[config.mk]
export PLATFORM = sky130hd
export DESIGN_NAME = decimal_number_text_parser
export DESIGN_NICKNAME = d
export VERILOG_FILES = /design/src/sv/dtp_pkg.sv /design/src/sv/dtp_in_reg.sv /design/src/sv/dtp_core.sv /design/src/sv/dtp_out_reg.sv /design/src/sv/decimal_number_text_parser.sv
export SDC_FILE = /design/constraint.sdc
export NUM_CORES = 1
export LEC_CHECK = 0
export ABC_AREA = 1
export BUFFER_PORTS_ARGS = -buffer_cell sky130_fd_sc_hd__buf_2
export CAP_MARGIN = 10
export CORE_UTILIZATION = 40
export DETAILED_ROUTE_END_ITERATION = 6
export PLACE_DENSITY = 0.55
export SLEW_MARGIN = 10
export SYNTH_ARGS = -nofsm -noshare
export SYNTH_HDL_FRONTEND = slang
export SYNTH_SLANG_ARGS = --single-unit
[constraint.sdc]
create_clock -name clk -period 6.9 [get_ports clk]
set_clock_uncertainty 0.15 [all_clocks]
set_input_delay 0.345 -clock clk [delete_from_list [all_inputs] [get_ports clk]]
set_output_delay 0.345 -clock clk [all_outputs]
set_load 0.02 [all_outputs]
[src/sv/dtp_pkg.sv]
package dtp_pkg;

    localparam int CHAR_W = 8;
    localparam int SIG_W  = 60;
    localparam int EXP_W  = 15;
    localparam int EXPV_W = 14;
    localparam int KEPT_W = 5;
    // Width of the exponent sum before saturation.
    localparam int ESUM_W = EXP_W + 2;
    // Width of exp_value * 10 + digit.
    localparam int EPROD_W = EXPV_W + 4;

    localparam logic [CHAR_W-1:0] CH_TAB    = 8'h09;
    localparam logic [CHAR_W-1:0] CH_CR     = 8'h0D;
    localparam logic [CHAR_W-1:0] CH_SPACE  = 8'h20;
    localparam logic [CHAR_W-1:0] CH_PLUS   = 8'h2B;
    localparam logic [CHAR_W-1:0] CH_MINUS  = 8'h2D;
    localparam logic [CHAR_W-1:0] CH_POINT  = 8'h2E;
    localparam logic [CHAR_W-1:0] CH_ZERO   = 8'h30;
    localparam logic [CHAR_W-1:0] CH_NINE   = 8'h39;
    localparam logic [CHAR_W-1:0] CH_UP_E   = 8'h45;
    localparam logic [CHAR_W-1:0] CH_LO_E   = 8'h65;

    localparam logic signed [EXP_W-1:0] EXP_MIN = 15'sh4000;
    localparam logic signed [EXP_W-1:0] EXP_MAX = 15'sh3FFF;

    typedef enum logic [2:0] {
        PH_WS,
        PH_INT,
        PH_FRAC,
        PH_ESIGN,
        PH_EDIG,
        PH_DONE
    } phase_t;

    typedef struct packed {
        logic [CHAR_W-1:0] char_code;
        logic              line_end;
    } dtp_item_t;

    // Packed so that is_negative lands in the lowest bit.
    typedef struct packed {
        logic              exp_clipped;
        logic              digits_cut;
        logic              found_digits;
        logic [EXP_W-1:0]  dec_exponent;
        logic [SIG_W-1:0]  significand;
        logic              is_negative;
    } dtp_result_t;

endpackage

[src/sv/dtp_in_reg.sv]
module dtp_in_reg
(
    input  logic              clk,
    input  logic              rst_n,
    input  logic              in_valid,
    output logic              in_ready,
    input  dtp_pkg::dtp_item_t in_item,
    input  logic              take,
    output logic              item_valid,
    output dtp_pkg::dtp_item_t item
);

    logic               valid_reg;
    logic               valid_next;
    dtp_pkg::dtp_item_t item_reg;

    assign in_ready   = !valid_reg || take;
    assign valid_next = (in_valid && in_ready) || (valid_reg && !take);

    always_ff @(posedge clk or negedge rst_n)
    begin
        if (!rst_n)
        begin
            valid_reg <= 1'b0;
        end
        else
        begin
            valid_reg <= valid_next;
        end
    end

    always_ff @(posedge clk)
    begin
        if (in_valid && in_ready)
        begin
            item_reg <= in_item;
        end
    end

    assign item_valid = valid_reg;
    assign item       = item_reg;

endmodule

[src/sv/dtp_core.sv]
module dtp_core
#(
    parameter int MAX_SIG_DIGITS = 18,
    parameter int MAX_EXP_VALUE  = 9999
)
(
    input  logic                 clk,
    input  logic                 rst_n,
    input  logic                 step,
    input  dtp_pkg::dtp_item_t   item,
    output dtp_pkg::dtp_result_t result
);

    dtp_pkg::phase_t                    phase_reg, phase_next;
    logic                               neg_reg, neg_next;
    logic [dtp_pkg::SIG_W-1:0]          acc_reg, acc_next;
    logic [dtp_pkg::KEPT_W-1:0]         kept_reg, kept_next;
    logic signed [dtp_pkg::EXP_W-1:0]   adj_reg, adj_next;
    logic [dtp_pkg::EXPV_W-1:0]         ev_reg, ev_next;
    logic                               eneg_reg, eneg_next;
    logic                               seen_reg, seen_next;
    logic                               cut_reg, cut_next;
    logic                               clip_reg, clip_next;

    logic [dtp_pkg::CHAR_W-1:0]         ch;
    logic [3:0]                         d;
    logic                               is_dig, is_blank, is_emark;
    logic                               mant_dig, in_frac, lead_zero, keep, drop;
    logic                               adj_inc, adj_dec, adj_sat;
    logic                               exp_dig, exp_sat;
    logic [dtp_pkg::EPROD_W-1:0]        ev_wide, ev_prod;
    logic signed [dtp_pkg::ESUM_W-1:0]  e_sum;
    logic signed [dtp_pkg::EXP_W-1:0]   e_final;
    logic                               e_sat;

    assign ch       = item.char_code;
    assign d        = ch[3:0];
    assign is_dig   = (ch >= dtp_pkg::CH_ZERO) && (ch <= dtp_pkg::CH_NINE);
    assign is_blank = (ch == dtp_pkg::CH_SPACE)
                   || ((ch >= dtp_pkg::CH_TAB) && (ch <= dtp_pkg::CH_CR));
    assign is_emark = (ch == dtp_pkg::CH_LO_E) || (ch == dtp_pkg::CH_UP_E);

    always_comb
    begin
        phase_next = phase_reg;
        unique case (phase_reg)
            dtp_pkg::PH_WS:
            begin
                priority if (is_blank)                  phase_next = dtp_pkg::PH_WS;
                else if (ch == dtp_pkg::CH_MINUS)       phase_next = dtp_pkg::PH_INT;
                else if (ch == dtp_pkg::CH_PLUS)        phase_next = dtp_pkg::PH_INT;
                else if (is_dig)                        phase_next = dtp_pkg::PH_INT;
                else if (ch == dtp_pkg::CH_POINT)       phase_next = dtp_pkg::PH_FRAC;
                else if (is_emark)                      phase_next = dtp_pkg::PH_ESIGN;
                else                                    phase_next = dtp_pkg::PH_DONE;
            end
            dtp_pkg::PH_INT:
            begin
                priority if (is_dig)                    phase_next = dtp_pkg::PH_INT;
                else if (ch == dtp_pkg::CH_POINT)       phase_next = dtp_pkg::PH_FRAC;
                else if (is_emark)                      phase_next = dtp_pkg::PH_ESIGN;
                else                                    phase_next = dtp_pkg::PH_DONE;
            end
            dtp_pkg::PH_FRAC:
            begin
                priority if (is_dig)                    phase_next = dtp_pkg::PH_FRAC;
                else if (is_emark)                      phase_next = dtp_pkg::PH_ESIGN;
                else                                    phase_next = dtp_pkg::PH_DONE;
            end
            dtp_pkg::PH_ESIGN:
            begin
                priority if (ch == dtp_pkg::CH_MINUS)   phase_next = dtp_pkg::PH_EDIG;
                else if (ch == dtp_pkg::CH_PLUS)        phase_next = dtp_pkg::PH_EDIG;
                else if (is_dig)                        phase_next = dtp_pkg::PH_EDIG;
                else                                    phase_next = dtp_pkg::PH_DONE;
            end
            dtp_pkg::PH_EDIG:
            begin
                priority if (is_dig)                    phase_next = dtp_pkg::PH_EDIG;
                else                                    phase_next = dtp_pkg::PH_DONE;
            end
            default:
            begin
                phase_next = dtp_pkg::PH_DONE;
            end
        endcase
    end

    assign neg_next  = neg_reg  || ((phase_reg == dtp_pkg::PH_WS) && (ch == dtp_pkg::CH_MINUS));
    assign eneg_next = eneg_reg
                    || ((phase_reg == dtp_pkg::PH_ESIGN) && (ch == dtp_pkg::CH_MINUS));

    // The accumulator is zero exactly while no digit has been kept, so the
    // leading-zero test looks at the count and not at the wrapped 60-bit value.
    assign in_frac   = (phase_reg == dtp_pkg::PH_FRAC);
    assign mant_dig  = is_dig && ((phase_reg == dtp_pkg::PH_WS)
                    || (phase_reg == dtp_pkg::PH_INT) || in_frac);
    assign lead_zero = (kept_reg == '0) && (d == 4'd0);
    assign keep      = mant_dig && !lead_zero
                    && (kept_reg < dtp_pkg::KEPT_W'(MAX_SIG_DIGITS));
    assign drop      = mant_dig && !lead_zero && !keep;

    assign acc_next  = keep ? ((acc_reg << 3) + (acc_reg << 1)
                              + {{(dtp_pkg::SIG_W-4){1'b0}}, d}) : acc_reg;
    assign kept_next = keep ? kept_reg + 1'b1 : kept_reg;
    assign seen_next = seen_reg || mant_dig;
    assign cut_next  = cut_reg || drop;

    assign adj_dec = mant_dig && in_frac && (lead_zero || keep);
    assign adj_inc = drop && !in_frac;

    always_comb
    begin
        adj_next = adj_reg;
        adj_sat  = 1'b0;
        priority if (adj_inc)
        begin
            if (adj_reg == dtp_pkg::EXP_MAX) adj_sat = 1'b1;
            else                             adj_next = adj_reg + dtp_pkg::EXP_W'(1);
        end
        else if (adj_dec)
        begin
            if (adj_reg == dtp_pkg::EXP_MIN) adj_sat = 1'b1;
            else                             adj_next = adj_reg - dtp_pkg::EXP_W'(1);
        end
        else
        begin
            adj_next = adj_reg;
        end
    end

    assign exp_dig = is_dig && ((phase_reg == dtp_pkg::PH_ESIGN)
                  || (phase_reg == dtp_pkg::PH_EDIG));
    assign ev_wide = {{(dtp_pkg::EPROD_W-dtp_pkg::EXPV_W){1'b0}}, ev_reg};
    assign ev_prod = (ev_wide << 3) + (ev_wide << 1)
                   + {{(dtp_pkg::EPROD_W-4){1'b0}}, d};
    assign exp_sat = exp_dig && (ev_prod > dtp_pkg::EPROD_W'(MAX_EXP_VALUE));

    always_comb
    begin
        priority if (exp_sat) ev_next = dtp_pkg::EXPV_W'(MAX_EXP_VALUE);
        else if (exp_dig)     ev_next = ev_prod[dtp_pkg::EXPV_W-1:0];
        else                  ev_next = ev_reg;
    end

    assign clip_next = clip_reg || adj_sat || exp_sat;

    // Final exponent from the state as it stands after this character.
    always_comb
    begin
        if (eneg_next)
        begin
            e_sum = dtp_pkg::ESUM_W'(adj_next)
                  - $signed({{(dtp_pkg::ESUM_W-dtp_pkg::EXPV_W){1'b0}}, ev_next});
        end
        else
        begin
            e_sum = dtp_pkg::ESUM_W'(adj_next)
                  + $signed({{(dtp_pkg::ESUM_W-dtp_pkg::EXPV_W){1'b0}}, ev_next});
        end
        e_sat = 1'b0;
        priority if (e_sum > dtp_pkg::ESUM_W'(dtp_pkg::EXP_MAX))
        begin
            e_final = dtp_pkg::EXP_MAX;
            e_sat   = 1'b1;
        end
        else if (e_sum < dtp_pkg::ESUM_W'(dtp_pkg::EXP_MIN))
        begin
            e_final = dtp_pkg::EXP_MIN;
            e_sat   = 1'b1;
        end
        else
        begin
            e_final = e_sum[dtp_pkg::EXP_W-1:0];
        end
    end

    always_comb
    begin
        result.is_negative  = neg_next;
        result.significand  = seen_next ? acc_next : '0;
        result.dec_exponent = seen_next ? e_final : '0;
        result.found_digits = seen_next;
        result.digits_cut   = cut_next;
        result.exp_clipped  = clip_next || e_sat;
    end

    always_ff @(posedge clk or negedge rst_n)
    begin
        if (!rst_n)
        begin
            phase_reg <= dtp_pkg::PH_WS;
            neg_reg   <= 1'b0;
            acc_reg   <= '0;
            kept_reg  <= '0;
            adj_reg   <= '0;
            ev_reg    <= '0;
            eneg_reg  <= 1'b0;
            seen_reg  <= 1'b0;
            cut_reg   <= 1'b0;
            clip_reg  <= 1'b0;
        end
        else if (step)
        begin
            if (item.line_end)
            begin
                phase_reg <= dtp_pkg::PH_WS;
                neg_reg   <= 1'b0;
                acc_reg   <= '0;
                kept_reg  <= '0;
                adj_reg   <= '0;
                ev_reg    <= '0;
                eneg_reg  <= 1'b0;
                seen_reg  <= 1'b0;
                cut_reg   <= 1'b0;
                clip_reg  <= 1'b0;
            end
            else
            begin
                phase_reg <= phase_next;
                neg_reg   <= neg_next;
                acc_reg   <= acc_next;
                kept_reg  <= kept_next;
                adj_reg   <= adj_next;
                ev_reg    <= ev_next;
                eneg_reg  <= eneg_next;
                seen_reg  <= seen_next;
                cut_reg   <= cut_next;
                clip_reg  <= clip_next;
            end
        end
    end

    a_kept_limit: assert property (@(posedge clk) disable iff (!rst_n)
        kept_reg <= dtp_pkg::KEPT_W'(MAX_SIG_DIGITS))
        else $error("kept digit count above limit");

    a_exp_limit: assert property (@(posedge clk) disable iff (!rst_n)
        ev_reg <= dtp_pkg::EXPV_W'(MAX_EXP_VALUE))
        else $error("exponent digits above limit");

    a_acc_zero: assert property (@(posedge clk) disable iff (!rst_n)
        (kept_reg == '0) |-> (acc_reg == '0))
        else $error("accumulator nonzero with no kept digits");

    a_line_reset: assert property (@(posedge clk) disable iff (!rst_n)
        (step && item.line_end) |=> ((phase_reg == dtp_pkg::PH_WS) && (kept_reg == '0)
                                     && !seen_reg && !clip_reg))
        else $error("state not cleared after end of line");

endmodule

[src/sv/dtp_out_reg.sv]
module dtp_out_reg
(
    input  logic                 clk,
    input  logic                 rst_n,
    input  logic                 load,
    input  dtp_pkg::dtp_result_t result,
    output logic                 free,
    output logic                 out_valid,
    input  logic                 out_ready,
    output dtp_pkg::dtp_result_t out_result
);

    logic                 valid_reg;
    logic                 valid_next;
    dtp_pkg::dtp_result_t result_reg;

    // The register can take a new result when empty or while the held one is taken.
    assign free       = !valid_reg || out_ready;
    assign valid_next = load || (valid_reg && !out_ready);

    always_ff @(posedge clk or negedge rst_n)
    begin
        if (!rst_n)
        begin
            valid_reg <= 1'b0;
        end
        else
        begin
            valid_reg <= valid_next;
        end
    end

    always_ff @(posedge clk)
    begin
        if (load)
        begin
            result_reg <= result;
        end
    end

    assign out_valid  = valid_reg;
    assign out_result = result_reg;

endmodule

[src/sv/decimal_number_text_parser.sv]
// Path: a character waits in the input register until the core parses it; for the last
// character of a line the result enters the output register as the core parses it.
// Throughput: one character per cycle; only the end-of-line request waits on a full
// output register, other characters pass through the single parse stage.
// Reset: rst_n is asynchronous and active low; it empties both registers and
// returns the parser to the whitespace phase with all accumulators cleared.
module decimal_number_text_parser
#(
    parameter int MAX_SIG_DIGITS = 18,
    parameter int MAX_EXP_VALUE  = 9999
)
(
    input  logic        clk,
    input  logic        rst_n,
    input  logic        s_axis_tvalid,
    output logic        s_axis_tready,
    input  logic [7:0]  s_axis_tdata,   // [7:0] char_code
    input  logic        s_axis_tlast,   // line_end
    output logic        m_axis_tvalid,
    input  logic        m_axis_tready,
    // [0] is_negative, [60:1] significand, [75:61] dec_exponent,
    // [76] found_digits, [77] digits_cut, [78] exp_clipped, [79] zero
    output logic [79:0] m_axis_tdata
);

    dtp_pkg::dtp_item_t   in_item;
    dtp_pkg::dtp_item_t   item;
    dtp_pkg::dtp_result_t result;
    dtp_pkg::dtp_result_t out_result;
    logic                 item_valid;
    logic                 out_free;
    logic                 take;

    assign in_item.char_code = s_axis_tdata;
    assign in_item.line_end  = s_axis_tlast;

    // Characters inside a line never wait; the last one needs room for its result.
    assign take = item_valid && (!item.line_end || out_free);

    dtp_in_reg u_in
    (
        .clk        (clk),
        .rst_n      (rst_n),
        .in_valid   (s_axis_tvalid),
        .in_ready   (s_axis_tready),
        .in_item    (in_item),
        .take       (take),
        .item_valid (item_valid),
        .item       (item)
    );

    dtp_core
    #(
        .MAX_SIG_DIGITS (MAX_SIG_DIGITS),
        .MAX_EXP_VALUE  (MAX_EXP_VALUE)
    )
    u_core
    (
        .clk    (clk),
        .rst_n  (rst_n),
        .step   (take),
        .item   (item),
        .result (result)
    );

    dtp_out_reg u_out
    (
        .clk        (clk),
        .rst_n      (rst_n),
        .load       (take && item.line_end),
        .result     (result),
        .free       (out_free),
        .out_valid  (m_axis_tvalid),
        .out_ready  (m_axis_tready),
        .out_result (out_result)
    );

    assign m_axis_tdata = {1'b0, out_result};

endmodule

==> out/summary.txt, run 1 <==
=================================================================================
Run status .........................................................    completed
CP required ........................................................      6960 ps
Total power after layout ...........................................      2.88 mW
Kind of start point of the critical path ...........................     register
Top Ports ..........................................................           95
Data arrival time at the worst-slack endpoint ......................      6280 ps
Total Routed Length ................................................      43.9 mm
Synth Register Bits ................................................          192
Worst hold-check path type .........................................  in -> async
Number of flip-flops under the largest register name ...............           79
Synth Cell Area ....................................................    15600 µm²
Reg2Reg Setup Slack ................................................       680 ps
Setup violation total in the final timing report ...................            0
Area inside the core boundary ......................................    38000 µm²
CP endpoint kind ...................................................     register
Largest vdd supply drop ............................................       191 µV
Share of layout cells above drive strength 1 .......................        10.7%
Final weighted congestion in routability-driven placement ..........        0.903
Routed Antenna Nets ................................................            0
Number of enable-type register cells in the synthesized netlist ....           88
Die height .........................................................       199 µm
Pins over their slew limit .........................................            0
CTS tree ...........................................................         done
Startpoint of the most critical setup path ......................... u_in.item[4]
Highest-count cells in the layout ignoring fill and taps ........... nand2_1, inv_1, nor2_1
Clock tree sinks ...................................................          192
Max_slew headroom ..................................................        40.6%
Via count ..........................................................        14100
TritonCTS Buffers ..................................................           17
Async SR Flop Fraction .............................................        54.2%
Average wire per standard cell .....................................      16.4 µm
Floorplan die area .................................................    39800 µm²
# DRC ..............................................................            0
Reg-to-Reg Start ................................................... u_in.item[4]
Leakage power ......................................................      8.47 nW
Number of global-route vias before repair ..........................        14200
Global-route wire length before repair .............................      72.2 mm
Most common cell after layout, fill and taps aside .................      nand2_1
Number of nets in the synthesized netlist ..........................         2248
Deepest level of the CTS H-tree ....................................            4
Crit path max fanout ...............................................           13
DRT Pass-1 Iters ...................................................            5
Final Cycle Share ..................................................        90.1%
Clock latency at the later pin of the worst-skew pair ..............       470 ps
Synthesis-to-layout area growth ....................................        10.7%
Cell variety after synth ...........................................           61
Worst slew pin tran ................................................       890 ps
Final Hold Fails ...................................................            0
Standard-cell rows .................................................           71
DIE WIDTH ..........................................................       199 µm
Final period demand of the worst path ..............................      6220 ps
Setup fix buffers added after clock tree synthesis .................            0
Routed via count divided by cell count .............................         5.26
Sequential element share of the synthesized area ...................        33.6%
RSZ-0062 raised after global routing ...............................           no
Initial Utilization ................................................        41.0%
CTS Buffer Depth ...................................................            2
GRT Overall Usage ..................................................        23.1%
Total congestion overflow after global routing .....................            0
Initial antenna violation count ....................................            0
Buffer cell driving the clock tree root ............................    clkbuf_16
Library cell occupying the most area in the post-synthesis netlist .     edfxtp_1
Maximum achievable frequency .......................................      161 MHz
DP HPWL ............................................................      33.8 mm
Crit path largest cell delay .......................................       480 ps
Clock transition at the registers of the reported paths ............        80 ps
N_diodes ...........................................................            0
Main synth FF type .................................................      dfrtp_1
Final nets .........................................................         2335
Post-synthesis area per instance ...................................     7.55 µm²
CP Class ...........................................................   reg -> reg
Power per unit of standard cell area ...............................   167 nW/µm²
Proportion of netlist area held by the largest area contributor ....        17.0%
Total negative slack ...............................................         0 ps
Leading post-synthesis cells by cell area .......................... edfxtp_1, dfrtp_1, ha_1, nand2_1, inv_1
Max-Cap Viols ......................................................            0
Largest net degree at the start of global routing ..................           63
Synth warn .........................................................            0
Number of DRC markers in iteration 0 ...............................          743
Port Buf Inserts ...................................................           93
Cell with the largest stage delay on the worst path ................         fa_1
Cell count after synthesis .........................................         2065
=================================================================================
path summary, 6_finish.rpt:
check	endpoint	cells after the start
max	u_out.out_result[64]	33
min	u_core.ev_reg[12]	2
max reg2reg	u_out.out_result[64]	33
min reg2reg	u_core.acc_reg[59]	2
max in group asynchronous	u_core.acc_reg[0]	3
min in group clk	u_core.acc_reg[59]	2
timing repair:
item | 4_1_cts | 5_1_grt
endpoints found under the hold margin | 58 | 0
endpoints found under the setup margin | 0 | 11
hold buffers | 12 | 0
resized for setup | 0 | 1
where the power goes:
part           switching (mW)  internal (mW)
combinational           0.414          0.204
sequential             0.0305           1.25
clock                   0.477          0.506
total                   0.921           1.96
Yosys cell counts (3+ instances only):
library cell	instances
a21o_1	16
or2_2	25
nand2_1	392
o21ai_1	7
clkbuf_1	35
a21oi_1	107
edfxtp_1	88
o21ai_0	204
o211ai_1	13
buf_4	3
buf_2	4
nor4_1	11
nand4_1	20
and2_1	3
ha_1	165
nand2_4	3
o2111ai_1	3
inv_2	4
nand3_2	15
dfrtp_1	104
nor2_1	222
and3_1	6
a211oi_1	4
o221ai_1	4
a22oi_1	4
nand3_1	100
inv_1	273
o21a_1	4
nor2_2	10
buf_1	4
nor3_1	24
nand2_2	22
fa_1	5
a21boi_0	3
o22ai_1	29
a31oi_1	35
xor2_1	42
xnor2_1	18
metal layers:
metal  share of wire [%]  routed length (µm)  vias up  GRT usage, %
met5                   0                   0        -             0
met4                 2.4                1030        0          8.06
met3                 3.1                1350       58          2.65
met2                  48               21000      238          39.5
met1                  47               20500     6642          30.1
li1                    -                   -     7141             -
critical path: cells and delay by family, from the launching register on:
family / cells / cell delay [ps]
simple gates: 20 / 2310
fa+ha+maj: 4 / 1450
compound gates: 4 / 860
buf+inv: 4 / 540
flops: 1 / 460
xor+xnor: 1 / 160
per-stage QoR:
step / util [%] / setup WS [ps] / hold slack (ps) / std cells / cell area, µm²
floorplan: - / 1380 / -101 / 2065 / 15600
global placement: 43.6 / 723 / 271 / 2632 / 16600
detailed placement: 43.6 / 533 / 281 / 2632 / 16600
CTS: 45.4 / 477 / 319 / 2676 / 17200
global route: 45.4 / 169 / 358 / 2676 / 17300
finish: 45.4 / 681 / 294 / 2676 / 17300
kinds of logic (layout without fill, tap and decap cells):
kind of cell / Yosys count / after routing / share of synthesized area, %
AO/OA/AOI/OAI: 450 / 450 / 16.2
XOR/XNOR: 60 / 60 / 3.37
adder cells (fa/ha/maj): 170 / 170 / 13.9
buffers and inverters: 328 / 428 / 8.11
flip-flops: 192 / 192 / 33.6
multiplexers: 1 / 1 / 0.0642
other: 1 / 1 / 0.0241
AND/OR/NAND/NOR: 863 / 863 / 24.7
layout make-up:
class | instances | area [µm²]
Tap cell | 511 | 639
Multi-Input combinational cell | 1545 | 9090
Fill cell | 3982 | 20800
Inverter | 280 | 1050
Sequential cell | 192 | 5250
Clock inverter | 13 | 114
Timing Repair Buffer | 116 | 671
Clock buffer | 19 | 443
(Power assumes the default switching activity.)
==> run 2: changes to the inputs <==
--- a/config.mk
+++ b/config.mk
@@ -5,12 +5,11 @@
 export SDC_FILE = /design/constraint.sdc
 export NUM_CORES = 1
 export LEC_CHECK = 0
-export ABC_AREA = 1
 export BUFFER_PORTS_ARGS = -buffer_cell sky130_fd_sc_hd__buf_2
 export CAP_MARGIN = 10
 export CORE_UTILIZATION = 40
 export DETAILED_ROUTE_END_ITERATION = 6
-export PLACE_DENSITY = 0.55
+export PLACE_DENSITY = 0.65
 export SLEW_MARGIN = 10
 export SYNTH_ARGS = -nofsm -noshare
 export SYNTH_HDL_FRONTEND = slang
==> run 2 against run 1 <==
  * Sequential share of layout area rose by 1.4 points
  * Non-clock buffer count rose by 18
  * First-iteration DRC count rose by 8.9%
  * Clock-buffer cell count fell by 1
  * Clock power barely moved
  * Global-route usage fell by 1.8 points
  * Die area fell by 5.6%
  * Sequential power barely moved
  * Critical endpoint is now u_out.out_result[63]
  * Largest cell class unchanged
  * Highest routed layer unchanged
==> out/summary.txt, run 2 <==
=================================================================================================================
Max-Cap Viols ......................................................................................            0
Synthesis-to-layout area growth ....................................................................        12.1%
Arithmetic-cell share of the synthesized area counting full adders, half adders and majority gates .        14.8%
Initial Utilization ................................................................................        41.0%
Largest vdd supply drop ............................................................................       146 µV
Run status .........................................................................................    completed
Clock latency at the later pin of the worst-skew pair ..............................................       460 ps
Final nets .........................................................................................         1873
Port Buf Inserts ...................................................................................           93
Largest net degree at the start of global routing ..................................................           72
Cell count after synthesis .........................................................................         1621
Total congestion overflow after global routing .....................................................            0
Clock transition at the registers of the reported paths ............................................        90 ps
CTS Buffer Depth ...................................................................................            2
Main synth FF type .................................................................................      dfrtp_1
Comb pwr share .....................................................................................        20.0%
Total net switching power ..........................................................................     0.908 mW
Final Util .........................................................................................        45.9%
Final weighted congestion in routability-driven placement ..........................................        0.926
Number of nets in the synthesized netlist ..........................................................         1804
Worst slew pin tran ................................................................................      1210 ps
Worst hold slack across all endpoints ..............................................................       213 ps
Layout fillers .....................................................................................         3457
TritonCTS Buffers ..................................................................................           17
Synth Area in Simple Gates .........................................................................        15.3%
Clock group share of total power ...................................................................        35.2%
Cell with the largest stage delay on the worst path ................................................      dfrtp_1
Data arrival time at the worst-slack endpoint ......................................................      6570 ps
CP Class ...........................................................................................   reg -> reg
Main combinational cell family by area after synthesis ............................................. compound AO/OA/AOI/OAI gates
Power per unit of standard cell area ...............................................................   173 nW/µm²
Routed via count divided by cell count .............................................................         5.82
Max_slew headroom ..................................................................................        19.3%
Cell variety after synth ...........................................................................           88
Buffer cell driving the clock tree root ............................................................    clkbuf_16
Fraction of synthesized cell area in xor and xnor cells ............................................        5.29%
Top Ports ..........................................................................................           95
Share of total power consumed by net switching .....................................................        31.9%
Die height .........................................................................................       194 µm
Pins over their slew limit .........................................................................            0
Highest-count cells in the layout ignoring fill and taps ........................................... nand2_1, ha_1, a21oi_1
Proportion of netlist area held by the largest area contributor ....................................        18.0%
Sequential element share of the synthesized area ...................................................        35.7%
Sequential Power Share .............................................................................        44.8%
Leakage power ......................................................................................      7.51 nW
Worst hold-check path type .........................................................................  in -> async
Total power after layout ...........................................................................      2.85 mW
Number of DRC markers in iteration 0 ...............................................................          809
Worst R2R Path Depth ...............................................................................           28
Async SR Flop Fraction .............................................................................        54.2%
Routed Antenna Nets ................................................................................            0
Standard-cell rows .................................................................................           69
Average wire per standard cell .....................................................................      18.4 µm
DRT Pass-1 Iters ...................................................................................            5
Crit path largest cell delay .......................................................................       450 ps
Number of flip-flops under the largest register name ...............................................           79
DIE WIDTH ..........................................................................................       194 µm
Number of global-route vias before repair ..........................................................        12300
Kind of start point of the critical path ...........................................................     register
GRT Overall Usage ..................................................................................        21.3%
CP required ........................................................................................      6950 ps
Cell-internal power ................................................................................      1.94 mW
Area inside the core boundary ......................................................................    35900 µm²
Portion of netlist area occupied by mux cells ......................................................       0.612%
Synth warn .........................................................................................            0
CP endpoint kind ...................................................................................     register
Deepest level of the CTS H-tree ....................................................................            4
Library cell occupying the most area in the post-synthesis netlist .................................     edfxtp_1
Final Cycle Share ..................................................................................        94.5%
Floorplan die area .................................................................................    37600 µm²
Top cell types by occurrence after synthesis ....................................................... nand2_1, ha_1, a21oi_1
Synth Register Bits ................................................................................          192
Area of combinational cells with multiple inputs ...................................................     9110 µm²
Post-synthesis area per instance ...................................................................     9.08 µm²
# DRC ..............................................................................................            0
Reg-to-Reg Start ................................................................................... u_core.ev_reg[1]
Total negative slack ...............................................................................         0 ps
Crit path max fanout ...............................................................................           14
Leading post-synthesis cells by cell area .......................................................... edfxtp_1, dfrtp_1, ha_1, a21oi_1, nand2_1
Maximum achievable frequency .......................................................................      153 MHz
Global-route wire length before repair .............................................................      64.8 mm
Share of layout cells above drive strength 1 .......................................................        12.8%
Total Routed Length ................................................................................      39.8 mm
Clock tree sinks ...................................................................................          192
N_diodes ...........................................................................................            0
Number of enable-type register cells in the synthesized netlist ....................................           88
Via count ..........................................................................................        12600
Most common cell in the netlist ....................................................................      nand2_1
Synth Cell Area ....................................................................................    14700 µm²
Initial antenna violation count ....................................................................            0
Setup violation total in the final timing report ...................................................            0
Final period demand of the worst path ..............................................................      6520 ps
Final std cell area, no fill .......................................................................    16500 µm²
Compound-cell area share of the yosys netlist ......................................................        24.9%
Most common cell after layout, fill and taps aside .................................................      nand2_1
FF+latch area ......................................................................................     5250 µm²
CTS tree ...........................................................................................         done
Cell area after placement ..........................................................................    15600 µm²
Startpoint of the most critical setup path ......................................................... u_core.ev_reg[1]
Final Hold Fails ...................................................................................            0
DP HPWL ............................................................................................      28.8 mm
=================================================================================================================
==> run 2: changes by cell type in the layout (fill, tap and decap cells not counted), moves of 17 or more <==
cell	change
o22ai_1	-24
inv_1	-232
nand2_2	-22
xnor2_1	+30
nand2_1	-208
a21o_1	+30
o21ai_0	-96
nand3_1	-60
buf_4	+17
a31oi_1	-27
or2_2	-20
nor2_1	-109
a21oi_1	+52
a22o_1	+64
==> run 2: per-layer routing <==
metal,up-vias,track usage (%),share of wire (%),routed length (µm)
met5,-,0,0,0
met4,0,7.82,2.4,953
met3,54,2.57,3.5,1410
met2,297,34.2,45,18100
met1,6084,29.5,49,19400
li1,6168,-,-,-
==> run 2: layout make-up <==
class / instances / area share, %
clock inverters: 14 / 0.873
inverters: 44 / 1.01
clock buffers: 18 / 2.60
repair buffers: 134 / 4.96
multi-input cells: 1301 / 55.3
well taps: 461 / 3.50
flip-flops and latches: 192 / 31.8
==> run 2: repair_timing <==
| item | CTS | global route |
|---|---|---|
| cloned | 0 | 1 |
| setup endpoints to repair | 14 | 16 |
| hold buffers | 12 | 0 |
| endpoints found under the hold margin | 44 | 0 |
| buffers inserted | 1 | 7 |
| resized for setup | 2 | 27 |
| pin swaps | 1 | 17 |
==> run 2: power groups by stage <==
| stage | Clock, mW | Sequential, mW | Combinational (mW) |
|---|---|---|---|
| global route | 1.06 | 1.28 | 0.625 |
| floorplan | 0 | 1.32 | 0.335 |
| global placement | 0 | 1.30 | 0.504 |
| finish | 1.00 | 1.28 | 0.571 |
| detailed placement | 0 | 1.30 | 0.509 |
| CTS | 1.02 | 1.28 | 0.529 |
==> run 2: final timing paths <==
kind | endpoint | slack, ps
max | u_out.out_result[63] | 380
min | u_core.acc_reg[10] | 210
max reg2reg | u_out.out_result[63] | 380
min reg2reg | u_core.clip_reg | 370
max in group asynchronous | u_core.acc_reg[54] | 5020
min in group clk | u_core.clip_reg | 370
==> run 2: metrics by stage <==
step	worst slack, ps	cells
2_1_floorplan	430	1621
3_3_place_gp	-0.830	2111
3_5_place_dp	-143	2111
4_1_cts	11.7	2156
5_1_grt	-26.7	2164
6_report	379	2164
==> run 2: cell families after synthesis <==
kind of cell	count (synthesis)
adders and majority gates	171
DFF	192
buffers and inverters	129
xor gates and xnor gates	88
and+or+nand+nor	482
muxes	9
AOI/OAI and AO/OA	549
other	1
==> run 2: worst max-delay path, delay by kind of cell (launching register included) <==
kind	cells	cell delay (ps)
buffers and inverters	5	680
DFF	1	450
xor gates and xnor gates	1	260
and+or+nand+nor	2	130
adders and majority gates	5	1490
AOI/OAI and AO/OA	15	3090
==> run 3: changes to the inputs <==
--- a/config.mk
+++ b/config.mk
@@ -7,6 +7,7 @@
 export LEC_CHECK = 0
 export BUFFER_PORTS_ARGS = -buffer_cell sky130_fd_sc_hd__buf_2
 export CAP_MARGIN = 10
+export CORE_ASPECT_RATIO = 2
 export CORE_UTILIZATION = 40
 export DETAILED_ROUTE_END_ITERATION = 6
 export PLACE_DENSITY = 0.65
==> run 3 against run 2 <==
  * Critical endpoint is now u_out.out_result[70]
  * Global-route usage up 3.2 points
  * Highest routed layer unchanged
  * Critical path depth up 3
  * Sequential cell count unchanged
  * Power up 1.6%
  * Non-clock buffer count up 3
==> out/summary.txt, run 3 (synthesis gave the netlist of run 2 again) <==
==============================================================================
Area inside the core boundary ...................................    36300 µm²
Final weighted congestion in routability-driven placement .......        0.939
Crit path max fanout ............................................            7
Share of total power consumed by net switching ..................        30.8%
Final std cell area, no fill ....................................    16600 µm²
# DRC ...........................................................            0
Global-route wire length before repair ..........................      70.2 mm
Final Worst Setup Slack .........................................       278 ps
Clock group share of total power ................................        35.3%
CTS tree ........................................................         done
Port Buf Inserts ................................................           93
Cell area after placement .......................................    15600 µm²
Setup violation total in the final timing report ................            0
Final Cycle Share ...............................................        96.0%
Worst slew pin tran .............................................       981 ps
Largest net degree at the start of global routing ...............           63
Worst R2R Path Depth ............................................           31
WP buf/inv ......................................................            4
Clock latency at the later pin of the worst-skew pair ...........       470 ps
DIE WIDTH .......................................................       138 µm
Reg2Reg Setup Slack .............................................       280 ps
Crit path largest cell delay ....................................       560 ps
Via count .......................................................        13000
Final nets ......................................................         1876
Total negative slack ............................................         0 ps
Final Hold Fails ................................................            0
Routed Antenna Nets .............................................            0
Initial antenna violation count .................................            0
Maximum achievable frequency ....................................      151 MHz
Average wire per standard cell ..................................      20.7 µm
Number of standard cells in the layout, taps in and fillers out .         2160
Max_slew headroom ...............................................        34.4%
Kind of start point of the critical path ........................     register
Floorplan die area ..............................................    37600 µm²
Die height ......................................................       273 µm
DP HPWL .........................................................      33.7 mm
TritonCTS Buffers ...............................................           17
Buffer cell driving the clock tree root .........................    clkbuf_16
Number of DRC markers in iteration 0 ............................          710
Power per unit of standard cell area ............................   175 nW/µm²
Synthesis-to-layout area growth .................................        12.6%
CP required .....................................................      6980 ps
RSZ-0062 raised after global routing ............................           no
Highest-count cells in the layout ignoring fill and taps ........ nand2_1, ha_1, a21oi_1
CTS Buffer Depth ................................................            2
Layout fillers ..................................................         3526
Worst hold-check path type ......................................  in -> async
Standard-cell rows ..............................................           99
Critical path's most frequent cell ..............................      o21ai_2
Total Routed Length .............................................      44.6 mm
Leakage power ...................................................      7.54 nW
Max-Cap Viols ...................................................            0
Total congestion overflow after global routing ..................            0
Initial Utilization .............................................        40.5%
Total power after layout ........................................      2.90 mW
Run status ......................................................    completed
DRT Pass-1 Iters ................................................            7
Sequential Power Share ..........................................        44.2%
Comb pwr share ..................................................        20.5%
Clock transition at the registers of the reported paths .........        80 ps
Final Util ......................................................        45.6%
Worst reg2reg path endpoint ..................................... u_out.out_result[70]
Deepest level of the CTS H-tree .................................            4
Total instance count after detailed placement ...................         2108
Reg-to-Reg Start ................................................ u_core.ev_reg[0]
Final period demand of the worst path ...........................      6620 ps
Routed via count divided by cell count ..........................         6.01
N_diodes ........................................................            0
Largest vdd supply drop .........................................       176 µV
Worst hold slack across all endpoints ...........................       335 ps
Data arrival time at the worst-slack endpoint ...................      6700 ps
CP endpoint kind ................................................     register
Cell with the largest stage delay on the worst path .............         fa_1
Pins over their slew limit ......................................            0
Total net switching power .......................................     0.892 mW
Cell-internal power .............................................      2.01 mW
Number of global-route vias before repair .......................        13200
Top Ports .......................................................           95
GRT Overall Usage ...............................................        24.5%
CP Class ........................................................   reg -> reg
DP Worst Slack ..................................................      -117 ps
Clock tree sinks ................................................          192
Delay-heaviest family, CP ....................................... simple AND/OR/NAND/NOR gates
Share of layout cells above drive strength 1 ....................        13.2%
Number of flip-flops under the largest register name ............           79
Most common cell after layout, fill and taps aside ..............      nand2_1
==============================================================================
## run 3: worst max-delay path by stage
stage	start	cells past startpoint	end
2_1_floorplan	u_in.item[4]	31	u_out.out_result[67]
3_3_place_gp	u_core.ev_reg[0]	29	u_out.out_result[63]
3_5_place_dp	u_core.ev_reg[0]	28	u_out.out_result[63]
4_1_cts	u_core.ev_reg[2]	31	u_out.out_result[63]
5_1_grt	u_core.ev_reg[0]	32	u_out.out_result[63]
6_report	u_core.ev_reg[0]	31	u_out.out_result[70]
## run 3: power groups by stage
stage / clock network [mW] / logic, mW / registers, mW
3_5_place_dp: 0 / 0.529 / 1.31
6_report: 1.02 / 0.593 / 1.28
2_1_floorplan: 0 / 0.335 / 1.32
4_1_cts: 1.04 / 0.560 / 1.28
3_3_place_gp: 0 / 0.521 / 1.30
5_1_grt: 1.08 / 0.641 / 1.29
## run 3: final cells by class
| class | count | area [µm²] | share of cell area (%) |
|---|---|---|---|
| clock buffer | 20 | 447 | 2.70 |
| clock inverter | 12 | 134 | 0.809 |
| inverter | 44 | 166 | 1.00 |
| multi-input combinational | 1301 | 9140 | 55.2 |
| sequential | 192 | 5250 | 31.7 |
| tap | 454 | 568 | 3.43 |
| timing repair buffer | 137 | 862 | 5.21 |
## run 3: timing repair
action / in CTS / in global routing
pin swaps: 4 / 15
gates resized for setup: 5 / 30
endpoints found under the setup margin: 14 / 16
buffers inserted: 2 / 5
hold buffers: 12 / 0
cloned: 1 / 1
endpoints found under the hold margin: 65 / 0
## run 3: metal layers
layer  global-route usage, %  part of all wire [%]  vias to the layer above
met5                       0                     0                        -
met4                    17.2                   7.0                        0
met3                    3.13                   2.9                      154
met2                    47.1                    56                      337
met1                    23.2                    34                     6342
li1                        -                     -                     6150
